**config.mk**
```make
export PLATFORM = sky130hd
export DESIGN_NAME = sha1_stream_hasher_flat
export DESIGN_NICKNAME = d
export VERILOG_FILES = /design/src/design/sha1_pkg.sv /design/src/design/sha1_if.sv /design/src/design/sha1_ram.sv /design/src/design/sha1_stream_hasher.sv /design/src/flat_wrapper.sv
export SDC_FILE = /design/constraint.sdc
export NUM_CORES = 2
export LEC_CHECK = 0
export ABC_CLOCK_PERIOD_IN_PS = 17050
export BUFFER_PORTS_ARGS = -buffer_cell sky130_fd_sc_hd__buf_4
export CORE_MARGIN = 2
export CORE_UTILIZATION = 40
export DETAILED_ROUTE_END_ITERATION = 16
export GPL_TIMING_DRIVEN = 1
export HOLD_SLACK_MARGIN = 0.15
export PLACE_DENSITY_LB_ADDON = 0.05
export SETUP_SLACK_MARGIN = 0.05
export SLEW_MARGIN = 25
export SYNTH_ARGS = -nofsm -noshare
export SYNTH_HDL_FRONTEND = slang
export SYNTH_SLANG_ARGS = --single-unit
```
**constraint.sdc**
```tcl
create_clock -name i_clk -period 17.05 [get_ports i_clk]
set_clock_uncertainty 0.15 [all_clocks]
set_input_delay 2.5575 -clock i_clk [delete_from_list [all_inputs] [get_ports i_clk]]
set_output_delay 2.5575 -clock i_clk [all_outputs]
set_load 0.005 [all_outputs]
```
**src/design/sha1_pkg.sv**
```systemverilog
// ----------------------------------------------------------------------------
// sha1_pkg
// shared constants and types of the streaming sha-1 hasher
// ----------------------------------------------------------------------------
package sha1_pkg;
    localparam int BlockWords = 16;
    localparam int WordAw     = 4;
    localparam int ChainAw    = 3;

    localparam logic [31:0] H0 = 32'h67452301;
    localparam logic [31:0] H1 = 32'hEFCDAB89;
    localparam logic [31:0] H2 = 32'h98BADCFE;
    localparam logic [31:0] H3 = 32'h10325476;
    localparam logic [31:0] H4 = 32'hC3D2E1F0;

    localparam logic [31:0] K0 = 32'h5A827999;
    localparam logic [31:0] K1 = 32'h6ED9EBA1;
    localparam logic [31:0] K2 = 32'h8F1BBCDC;
    localparam logic [31:0] K3 = 32'hCA62C1D6;

    localparam logic [7:0] PadByte = 8'h80;
    localparam logic [5:0] LenPos  = 6'd56;

    typedef struct packed {
        logic [7:0] data_byte;
        logic       byte_valid;
        logic       finish;
    } t_in_item;

    typedef struct packed {
        logic [31:0] digest_word;
        logic [2:0]  word_index;
        logic        last_word;
    } t_out_item;

    function automatic logic [31:0] init_word(input logic [2:0] idx);
        case (idx)
            3'd0:    init_word = H0;
            3'd1:    init_word = H1;
            3'd2:    init_word = H2;
            3'd3:    init_word = H3;
            default: init_word = H4;
        endcase
    endfunction

    function automatic logic [31:0] round_k(input logic [6:0] r);
        if (r < 7'd20)      round_k = K0;
        else if (r < 7'd40) round_k = K1;
        else if (r < 7'd60) round_k = K2;
        else                round_k = K3;
    endfunction

    function automatic logic [31:0] round_f(input logic [6:0] r, input logic [31:0] b,
                                            input logic [31:0] c, input logic [31:0] d);
        if (r < 7'd20)      round_f = (b & c) | (~b & d);
        else if (r < 7'd40) round_f = b ^ c ^ d;
        else if (r < 7'd60) round_f = (b & c) | (b & d) | (c & d);
        else                round_f = b ^ c ^ d;
    endfunction
endpackage

```
**src/design/sha1_if.sv**
```systemverilog
// ----------------------------------------------------------------------------
// sha1_in_if / sha1_out_if
// valid/ready channels of the hasher
// ----------------------------------------------------------------------------
interface sha1_in_if;
    logic                valid;
    logic                ready;
    sha1_pkg::t_in_item  payload;
    modport source (output valid, output payload, input ready);
    modport sink   (input valid, input payload, output ready);
endinterface

interface sha1_out_if;
    logic                valid;
    logic                ready;
    sha1_pkg::t_out_item payload;
    modport source (output valid, output payload, input ready);
    modport sink   (input valid, input payload, output ready);
endinterface

```
**src/design/sha1_ram.sv**
```systemverilog
// ----------------------------------------------------------------------------
// sha1_ram
// generic single-write ram with one registered read port
// ----------------------------------------------------------------------------
module sha1_ram #(
    parameter int Width = 32,
    parameter int Depth = 16
) (
    input  logic                     i_clk,
    input  logic                     i_we,
    input  logic [$clog2(Depth)-1:0] i_waddr,
    input  logic [Width-1:0]         i_wdata,
    input  logic [$clog2(Depth)-1:0] i_raddr,
    output logic [Width-1:0]         o_rdata
);
    logic [Width-1:0] r_mem [Depth];
    logic [Width-1:0] r_rdata;

    always_ff @(posedge i_clk) begin
        if (i_we) begin
            r_mem[i_waddr] <= i_wdata;
        end
        r_rdata <= r_mem[i_raddr];
    end

    assign o_rdata = r_rdata;
endmodule

```
**src/design/sha1_stream_hasher.sv**
```systemverilog
// ----------------------------------------------------------------------------
// sha1_stream_hasher
// streaming sha-1 hasher built around a 16-word message schedule ram
// ----------------------------------------------------------------------------
// i_in carries one item: an optional message byte and a finish flag.
// bytes are packed into 32-bit words and written to a 16-entry schedule
// ram; the chaining words live in a second small ram.
// a byte item is taken while the block is idle.  the byte that completes
// 64 bytes starts a compression: it loads the chaining words, runs 80
// rounds (each reads a schedule word, then combines it and shifts the
// message or expanded word into a 16-word window) and adds back into the chaining
// ram, with i_in not ready throughout.
// a finish item appends padding and the bit length one word per cycle,
// runs one compression, or two when the length does not fit after the
// pad byte, and then offers the five digest words on o_out, index 0 first;
// each word is read from the chaining ram and then held until accepted.
// the next item is taken after the last word has been accepted.
// while o_out is stalled the word holds and nothing else moves.
// reset is synchronous, active low, and restores the initial chaining
// words through a write sweep of all five, during which no item is taken.
// ----------------------------------------------------------------------------
module sha1_stream_hasher (
    input  logic    i_clk,
    input  logic    i_rst_n,
    sha1_in_if.sink   i_in,
    sha1_out_if.source o_out
);
    import sha1_pkg::*;

    localparam logic [3:0] S_INIT = 4'd0;
    localparam logic [3:0] S_IDLE = 4'd1;
    localparam logic [3:0] S_PAD  = 4'd2;
    localparam logic [3:0] S_LDC  = 4'd3;
    localparam logic [3:0] S_RRD  = 4'd4;
    localparam logic [3:0] S_RWR  = 4'd5;
    localparam logic [3:0] S_UPR  = 4'd6;
    localparam logic [3:0] S_UPW  = 4'd7;
    localparam logic [3:0] S_ORD  = 4'd8;
    localparam logic [3:0] S_OUT  = 4'd9;
    localparam logic [3:0] S_LDW  = 4'd10;

    logic [3:0]  r_state, n_state;
    logic [5:0]  r_fill, n_fill;
    logic [60:0] r_len, n_len;
    logic [23:0] r_acc, n_acc;
    logic        r_fin, n_fin;
    logic        r_final, n_final;
    logic        r_tail, n_tail;
    logic        r_ovf, n_ovf;
    logic [6:0]  r_rnd, n_rnd;
    logic [2:0]  r_ci, n_ci;
    logic [31:0] r_a, r_b, r_c, r_d, r_e;
    logic [31:0] n_a, n_b, n_c, n_d, n_e;
    logic [31:0] r_w [BlockWords];
    logic [31:0] n_w [BlockWords];
    logic [31:0] r_dout, n_dout;

    logic             w_we, c_we;
    logic [WordAw-1:0] w_waddr, w_raddr;
    logic [31:0]      w_wdata, w_rdata;
    logic [ChainAw-1:0] c_waddr, c_raddr;
    logic [31:0]      c_wdata, c_rdata;

    sha1_ram #(.Width(32), .Depth(BlockWords)) u_sched (
        .i_clk(i_clk), .i_we(w_we), .i_waddr(w_waddr), .i_wdata(w_wdata),
        .i_raddr(w_raddr), .o_rdata(w_rdata)
    );

    sha1_ram #(.Width(32), .Depth(8)) u_chain (
        .i_clk(i_clk), .i_we(c_we), .i_waddr(c_waddr), .i_wdata(c_wdata),
        .i_raddr(c_raddr), .o_rdata(c_rdata)
    );

    logic        acc_item;
    logic        pad_ovf;
    logic [31:0] word_now;
    logic [31:0] exp_w, rnd_w, t_val;
    logic [63:0] bits;

    assign acc_item = i_in.valid && i_in.ready;
    assign i_in.ready = (r_state == S_IDLE);
    assign o_out.valid = (r_state == S_OUT);
    assign o_out.payload.digest_word = r_dout;
    assign o_out.payload.word_index  = r_ci;
    assign o_out.payload.last_word   = (r_ci == 3'd4);
    assign bits = {r_len, 3'b000};
    // pad byte lands in the last two words, length goes to an extra block
    assign pad_ovf = r_ovf || (r_fin && (r_fill[5:2] >= 4'd14));

    always_comb begin
        exp_w = r_w[13] ^ r_w[8] ^ r_w[2] ^ r_w[0];
        exp_w = {exp_w[30:0], exp_w[31]};
        rnd_w = (r_rnd < 7'd16) ? w_rdata : exp_w;
        t_val = {r_a[26:0], r_a[31:27]} + round_f(r_rnd, r_b, r_c, r_d) + r_e
                + round_k(r_rnd) + rnd_w;
    end

    always_comb begin
        n_state = r_state; n_fill = r_fill; n_len = r_len; n_acc = r_acc;
        n_fin = r_fin; n_final = r_final; n_rnd = r_rnd; n_ci = r_ci;
        n_tail = r_tail; n_ovf = r_ovf;
        n_a = r_a; n_b = r_b; n_c = r_c; n_d = r_d; n_e = r_e;
        n_dout = r_dout;
        for (int i = 0; i < BlockWords; i++) n_w[i] = r_w[i];
        w_we = 1'b0; w_waddr = r_fill[5:2]; w_wdata = 32'd0; w_raddr = r_rnd[3:0];
        c_we = 1'b0; c_waddr = r_ci; c_wdata = 32'd0; c_raddr = r_ci;
        word_now = {r_acc, PadByte};
        case (r_state)
            S_INIT: begin
                c_we = 1'b1; c_wdata = init_word(r_ci);
                n_ci = r_ci + 3'd1;
                if (r_ci == 3'd4) begin
                    n_ci = 3'd0; n_state = S_IDLE;
                end
            end
            S_IDLE: begin
                if (acc_item) begin
                    n_fin = i_in.payload.finish;
                    if (i_in.payload.byte_valid) begin
                        n_len = r_len + 61'd1;
                        n_fill = r_fill + 6'd1;
                        case (r_fill[1:0])
                            2'd0: n_acc[23:16] = i_in.payload.data_byte;
                            2'd1: n_acc[15:8]  = i_in.payload.data_byte;
                            2'd2: n_acc[7:0]   = i_in.payload.data_byte;
                            default: begin
                                w_we = 1'b1;
                                w_wdata = {r_acc, i_in.payload.data_byte};
                            end
                        endcase
                        if (r_fill == 6'd63) begin
                            n_final = 1'b0; n_ci = 3'd0; n_state = S_LDC;
                            n_tail = i_in.payload.finish;
                        end else if (i_in.payload.finish) begin
                            n_state = S_PAD;
                        end
                    end else if (i_in.payload.finish) begin
                        n_state = S_PAD;
                    end
                end
            end
            S_PAD: begin
                // 0x80 into the partial word, zeros, length if it fits
                w_we = 1'b1; w_waddr = r_fill[5:2];
                if (r_fin) begin
                    case (r_fill[1:0])
                        2'd0: w_wdata = {PadByte, 24'd0};
                        2'd1: w_wdata = {r_acc[23:16], PadByte, 16'd0};
                        2'd2: w_wdata = {r_acc[23:8], PadByte, 8'd0};
                        default: w_wdata = word_now;
                    endcase
                end
                if (!pad_ovf && r_fill[5:2] == 4'd14) w_wdata = bits[63:32];
                if (!pad_ovf && r_fill[5:2] == 4'd15) w_wdata = bits[31:0];
                n_fin = 1'b0;
                n_ovf = pad_ovf;
                n_fill = {r_fill[5:2] + 4'd1, 2'b00};
                if (r_fill[5:2] == 4'd15) begin
                    n_fill = 6'd0; n_ci = 3'd0; n_ovf = 1'b0;
                    n_final = !pad_ovf; n_tail = pad_ovf;
                    n_state = S_LDC;
                end
            end
            S_LDC: begin
                n_state = S_LDW;
            end
            S_LDW: begin
                case (r_ci)
                    3'd0: n_a = c_rdata;
                    3'd1: n_b = c_rdata;
                    3'd2: n_c = c_rdata;
                    3'd3: n_d = c_rdata;
                    default: n_e = c_rdata;
                endcase
                n_ci = r_ci + 3'd1;
                n_state = S_LDC;
                if (r_ci == 3'd4) begin
                    n_ci = 3'd0; n_rnd = 7'd0; n_state = S_RRD;
                end
            end
            S_RRD: begin
                n_state = S_RWR;
            end
            S_RWR: begin
                for (int i = 0; i < BlockWords - 1; i++) n_w[i] = r_w[i+1];
                n_w[BlockWords-1] = rnd_w;
                n_e = r_d; n_d = r_c; n_c = {r_b[1:0], r_b[31:2]}; n_b = r_a; n_a = t_val;
                n_rnd = r_rnd + 7'd1;
                n_state = S_RRD;
                if (r_rnd == 7'd79) begin
                    n_ci = 3'd0; n_state = S_UPR;
                end
            end
            S_UPR: begin
                n_state = S_UPW;
            end
            S_UPW: begin
                c_we = 1'b1;
                case (r_ci)
                    3'd0: c_wdata = c_rdata + r_a;
                    3'd1: c_wdata = c_rdata + r_b;
                    3'd2: c_wdata = c_rdata + r_c;
                    3'd3: c_wdata = c_rdata + r_d;
                    default: c_wdata = c_rdata + r_e;
                endcase
                n_ci = r_ci + 3'd1;
                n_state = S_UPR;
                if (r_ci == 3'd4) begin
                    n_ci = 3'd0;
                    n_fill = 6'd0;
                    c_raddr = 3'd0;
                    if (r_final) n_state = S_ORD;
                    else if (r_tail) n_state = S_PAD;
                    else n_state = S_IDLE;
                end
            end
            S_ORD: begin
                n_dout = c_rdata;
                n_state = S_OUT;
            end
            S_OUT: begin
                if (o_out.ready) begin
                    c_we = 1'b1; c_wdata = init_word(r_ci);
                    c_raddr = r_ci + 3'd1;
                    n_ci = r_ci + 3'd1;
                    n_state = S_ORD;
                    if (r_ci == 3'd4) begin
                        n_ci = 3'd0; n_len = 61'd0; n_fill = 6'd0;
                        n_fin = 1'b0; n_final = 1'b0; n_tail = 1'b0;
                        n_state = S_IDLE;
                    end
                end
            end
            default: n_state = S_INIT;
        endcase
    end

    always_ff @(posedge i_clk) begin
        if (!i_rst_n) begin
            r_state <= S_INIT; r_fill <= 6'd0; r_len <= 61'd0;
            r_fin <= 1'b0; r_final <= 1'b0; r_rnd <= 7'd0; r_ci <= 3'd0;
            r_tail <= 1'b0; r_ovf <= 1'b0;
        end else begin
            r_state <= n_state; r_fill <= n_fill; r_len <= n_len;
            r_fin <= n_fin; r_final <= n_final; r_rnd <= n_rnd; r_ci <= n_ci;
            r_tail <= n_tail; r_ovf <= n_ovf;
        end
        r_acc <= n_acc; r_dout <= n_dout;
        r_a <= n_a; r_b <= n_b; r_c <= n_c; r_d <= n_d; r_e <= n_e;
        for (int i = 0; i < BlockWords; i++) r_w[i] <= n_w[i];
    end

    a_ready_idle: assert property (@(posedge i_clk) disable iff (!i_rst_n)
        o_out.valid |-> !i_in.ready) else $error("input taken while digest pending");
    a_hold: assert property (@(posedge i_clk) disable iff (!i_rst_n)
        (o_out.valid && !o_out.ready) |=> (o_out.valid && $stable(r_dout) && $stable(r_ci)))
        else $error("digest word changed under stall");
    a_idx: assert property (@(posedge i_clk) disable iff (!i_rst_n)
        o_out.valid |-> (r_ci <= 3'd4)) else $error("digest index out of range");
    a_rounds: assert property (@(posedge i_clk) disable iff (!i_rst_n)
        (r_state == S_RWR) |-> (r_rnd <= 7'd79)) else $error("round counter overrun");
endmodule
```
**src/flat_wrapper.sv**
```systemverilog
// flat-port wrapper written by rule: the top's interface ports become plain ports
module sha1_stream_hasher_flat import sha1_pkg::*;
  (i_clk, i_rst_n, i_in_valid, i_in_payload, i_in_ready, o_out_valid, o_out_payload, o_out_ready);
  sha1_in_if i_in_i ();
  sha1_out_if o_out_i ();
  input  logic i_clk;
  input  logic i_rst_n;
  input wire logic [$bits(i_in_i.valid)-1:0] i_in_valid;
  input wire logic [$bits(i_in_i.payload)-1:0] i_in_payload;
  output wire logic [$bits(i_in_i.ready)-1:0] i_in_ready;
  output wire logic [$bits(o_out_i.valid)-1:0] o_out_valid;
  output wire logic [$bits(o_out_i.payload)-1:0] o_out_payload;
  input wire logic [$bits(o_out_i.ready)-1:0] o_out_ready;
  assign i_in_i.valid = i_in_valid;
  assign i_in_i.payload = i_in_payload;
  assign i_in_ready = i_in_i.ready;
  assign o_out_valid = o_out_i.valid;
  assign o_out_payload = o_out_i.payload;
  assign o_out_i.ready = o_out_ready;
  sha1_stream_hasher u_core (.i_clk(i_clk), .i_rst_n(i_rst_n), .i_in(i_in_i), .o_out(o_out_i));
endmodule
```
==> impl_metrics.py <==
metrics = {
    "route": {
        "drt.antenna.violating_nets": 0,
        "routed_wl_um": 180000,
        "detail_route.drc_violations": 0,
        "vias_per_cell": 5.36,
        "routed-via-count": 38052,
        "drt_pass1_iterations": 5,
        "detail_route.iter0.violations": 3444,
        "wl_per_cell_um": 25.4,
    },
    "run": {
        "drv_cap": 0,
    },
    "pwr": {
        "power.ir.vdd_worst_v": 0.0000911,
        "p_per_area_mw_per_mm2": 136,
        "leakage_nw": 26.9,
    },
    "global_route": {
        "grt.total_usage_pct": 20.7,
        "grt-ovfl-total": 0,
        "grt_max_degree": 192,
        "number_of_global_route_vias_before_repair": 37607,
        "wire_length_of_the_first_global_routing_pass_um": 263000,
        "grt_antenna_before_repair": 7,
    },
    "sta": {
        "tightest_slew_ns": 1.14,
        "timing_max_transition_violations_final": 0,
        "post-route-period-util_pct": 45.5,
        "final_period_minus_worst_setup_slack_ns": 7.76,
        "fmax_mhz": 129,
        "rsz0062_at_grt": "no",
        "slew_headroom_pct": 23.3,
        "timing.final.hold_violations": 0,
        "setup_tns_ns": 0,
        "finalSetupViolCount": 0,
        "post-route-worst-setup-slack_ns": 9.29,
    },
    "clocking": {
        "cts_inserted_buffers": 179,
        "cts.sink_count": 1645,
        "tritoncts": "yes",
        "post_cts.resized_instances": 0,
        "post_cts_hold_buffer_count": 0,
        "ctsHtreeMaxLevel": 4,
        "insertion_delay_ns": 0.82,
        "ctsLongestPathBuffers": 3,
        "clkTransAtPathRegs_ns": 0.06,
        "post_cts_buffers": 0,
        "cts-root-buf": "sky130_fd_sc_hd__clkbuf_16",
    },
    "worst_hold_path": {
        "min_path_type": "reg -> reg",
    },
    "critical_path": {
        "critPathTopFamily": "compound AO/OA/AOI/OAI gates",
        "path_cells": "buf_4, a41oi_1, nand2_1, buf_4, nand2b_1, buf_4, o221a_2, fa_1, inv_1, fa_1, fa_1, inv_1, ha_1, inv_1, fa_1, nor2b_1, o31a_1, o21ai_0, a21oi_1, o41ai_1, o2111ai_1, a21oi_1, xor2_1, o21ai_0",
        "timing.critical_path.to_type": "flop",
        "critPathSlowestCell": "sky130_fd_sc_hd__buf_4",
        "crit_top_cell": "sky130_fd_sc_hd__fa_1",
        "crit_arrival_ns": 8.12,
        "cp-start-kind": "flop",
        "critPathMaxFanout": 40,
        "crit_buf_inv": 6,
        "timing.critical_path.slowest_cell_delay_ns": 0.64,
        "worst-endpoint-required_ns": 17.41,
        "setup.worst_path.class": "reg -> reg",
    },
    "logic_synthesis": {
        "yosys.area_share.adder_pct": 5.04,
        "synth_compound_area_share_pct": 5.70,
        "syn_area_mm2": 0.0683,
        "post_synthesis_cell_count": 4585,
        "synth_top_family_by_area": "simple AND/OR/NAND/NOR gates",
        "ys_async_sr_fraction_pct": 0,
        "synth-simple-area-share_pct": 8.41,
        "yosys_register_bits": 1645,
        "synth.area.mux_share_pct": 5.76,
        "synth.yosys.seq_area_share_pct": 70.1,
        "synthFlopType": "sky130_fd_sc_hd__edfxtp_1",
        "synth_xor_area_share_pct": 2.71,
        "count_of_different_cell_masters_after_synthesis": 71,
        "synth_area_per_cell_um2": 14.9,
        "syn_nets": 4802,
        "synth_enable_flop_cells": 1496,
        "yosysWarningCount": 0,
    },
    "floorplanning": {
        "design.portCount": 52,
        "die_x_um": 417,
        "die_area_mm2": 0.174,
        "row_count": 151,
        "die_h_um": 417,
        "floorplan.core_area_mm2": 0.169,
        "start_util_pct": 40.3,
    },
    "cells_and_area": {
        "final_cells": 7103,
        "net_count_final": 4945,
        "area_growth_syn_to_layout_pct": 13.7,
        "layout-drive-gt1-share_pct": 13.6,
    },
    "placed_design": {
        "numPlacedInstances": 6764,
        "placement.setup.worst_slack_ns": 9.28,
        "globalplace.congestion": 0.823,
        "place.port_buffers": 51,
        "hpwlAfterDp_um": 111000,
    },
    "run_status": {
        "outcome": "complete, no violations",
    },
}
==> metal layers <==
layer	up-vias	wire length, µm	track usage [%]
met2	918	81300	31.3
met5	-	0	0
met4	0	4170	5.28
met3	235	8240	3.13
li1	17274	-	-
met1	19625	86600	31.2
==> worst paths after layout <==
| path | slack (ns) | end | start | cells after the start |
|---|---|---|---|---|
| min reg2reg | 0.25 | u_core.r_w[14][21] | u_core.r_w[15][21] | 0 |
| max reg2reg | 9.29 | u_core.r_a[23] | u_core.r_rnd[3] | 24 |
| min | 0.25 | u_core.r_w[14][21] | u_core.r_w[15][21] | 0 |
| max | 9.29 | u_core.r_a[23] | u_core.r_rnd[3] | 24 |
==> cells in the final DEF (no fill, tap or decap), drive strengths merged, types with 149 or more instances in the layout <==
master     n
dfxtp    149
inv      209
o21ai    221
nor2     156
nand3    242
nand2    751
clkbuf   249
mux4     160
buf      162
edfxtp  1496
==> where the power goes <==
group	switching [mW]	internal, mW
clock	1.61	2.19
sequential	0.158	4.72
combinational	1.30	0.563
total	3.07	7.47
==> cell families after synthesis <==
logic type	Yosys count
AOI/OAI and AO/OA	613
muxes	193
xor gates and xnor gates	211
DFF	1645
buffers and inverters	403
adders and majority gates	203
and+or+nand+nor	1317
==> synthesized netlist by cell type, types with 12 or more instances <==
library cell / count / area share, %
sky130_fd_sc_hd__xor2_1: 78 / 1.0
sky130_fd_sc_hd__nor2b_1: 12 / 0.11
sky130_fd_sc_hd__nand4_1: 16 / 0.15
sky130_fd_sc_hd__and2_1: 17 / 0.16
sky130_fd_sc_hd__clkbuf_1: 163 / 0.90
sky130_fd_sc_hd__o21ai_0: 221 / 1.6
sky130_fd_sc_hd__fa_1: 120 / 3.5
sky130_fd_sc_hd__mux2i_1: 32 / 0.47
sky130_fd_sc_hd__a31oi_1: 19 / 0.17
sky130_fd_sc_hd__xnor2_1: 133 / 1.7
sky130_fd_sc_hd__buf_1: 25 / 0.14
sky130_fd_sc_hd__o221a_2: 16 / 0.26
sky130_fd_sc_hd__nand2_1: 749 / 4.1
sky130_fd_sc_hd__nor3_1: 25 / 0.18
sky130_fd_sc_hd__ha_1: 83 / 1.5
sky130_fd_sc_hd__nand2b_1: 25 / 0.23
sky130_fd_sc_hd__o21bai_1: 12 / 0.13
sky130_fd_sc_hd__mux4_2: 160 / 5.3
sky130_fd_sc_hd__o21a_1: 44 / 0.48
sky130_fd_sc_hd__edfxtp_1: 1496 / 66
sky130_fd_sc_hd__and4_1: 12 / 0.15
sky130_fd_sc_hd__and3_1: 23 / 0.21
sky130_fd_sc_hd__o221ai_1: 16 / 0.21
sky130_fd_sc_hd__inv_1: 201 / 1.1
sky130_fd_sc_hd__dfxtp_1: 149 / 4.4
sky130_fd_sc_hd__a22oi_1: 93 / 1.0
sky130_fd_sc_hd__or3_1: 16 / 0.15
sky130_fd_sc_hd__nand3_1: 242 / 1.8
sky130_fd_sc_hd__a21o_1: 30 / 0.33
sky130_fd_sc_hd__a21oi_1: 105 / 0.77
sky130_fd_sc_hd__nor2_1: 155 / 0.85
==> final cells by class <==
type / instances / area [µm²]
fill: 14887 / 91800
sequential: 1645 / 47900
multi-input combinational: 2537 / 19100
clock buffer: 249 / 4900
tap: 2218 / 2780
timing repair buffer: 162 / 1270
clock inverter: 86 / 881
inverter: 203 / 769
antenna: 3 / 7.51
==> flip-flops by register name, summed over array words and instances, names as in the netlist, 61 cells and up <==
| name | count |
|---|---|
| u_core.r_w | 512 |
| u_core.u_chain.r_mem | 256 |
| u_core.u_sched.r_mem | 512 |
| u_core.r_len | 61 |
==> stage by stage <==
stage	hold WS (ns)	cell area [µm²]	power [mW]	util (%)
3_5_place_dp	0.255	71800	6.80	42.4
2_1_floorplan	0.250	68300	6.04	-
5_1_grt	0.252	77600	11.0	45.8
4_1_cts	0.246	77600	10.6	45.8
3_3_place_gp	0.250	71800	6.79	42.4
6_report	0.247	77600	10.5	45.8
No activity file was read; power rests on OpenSTA's default activity.
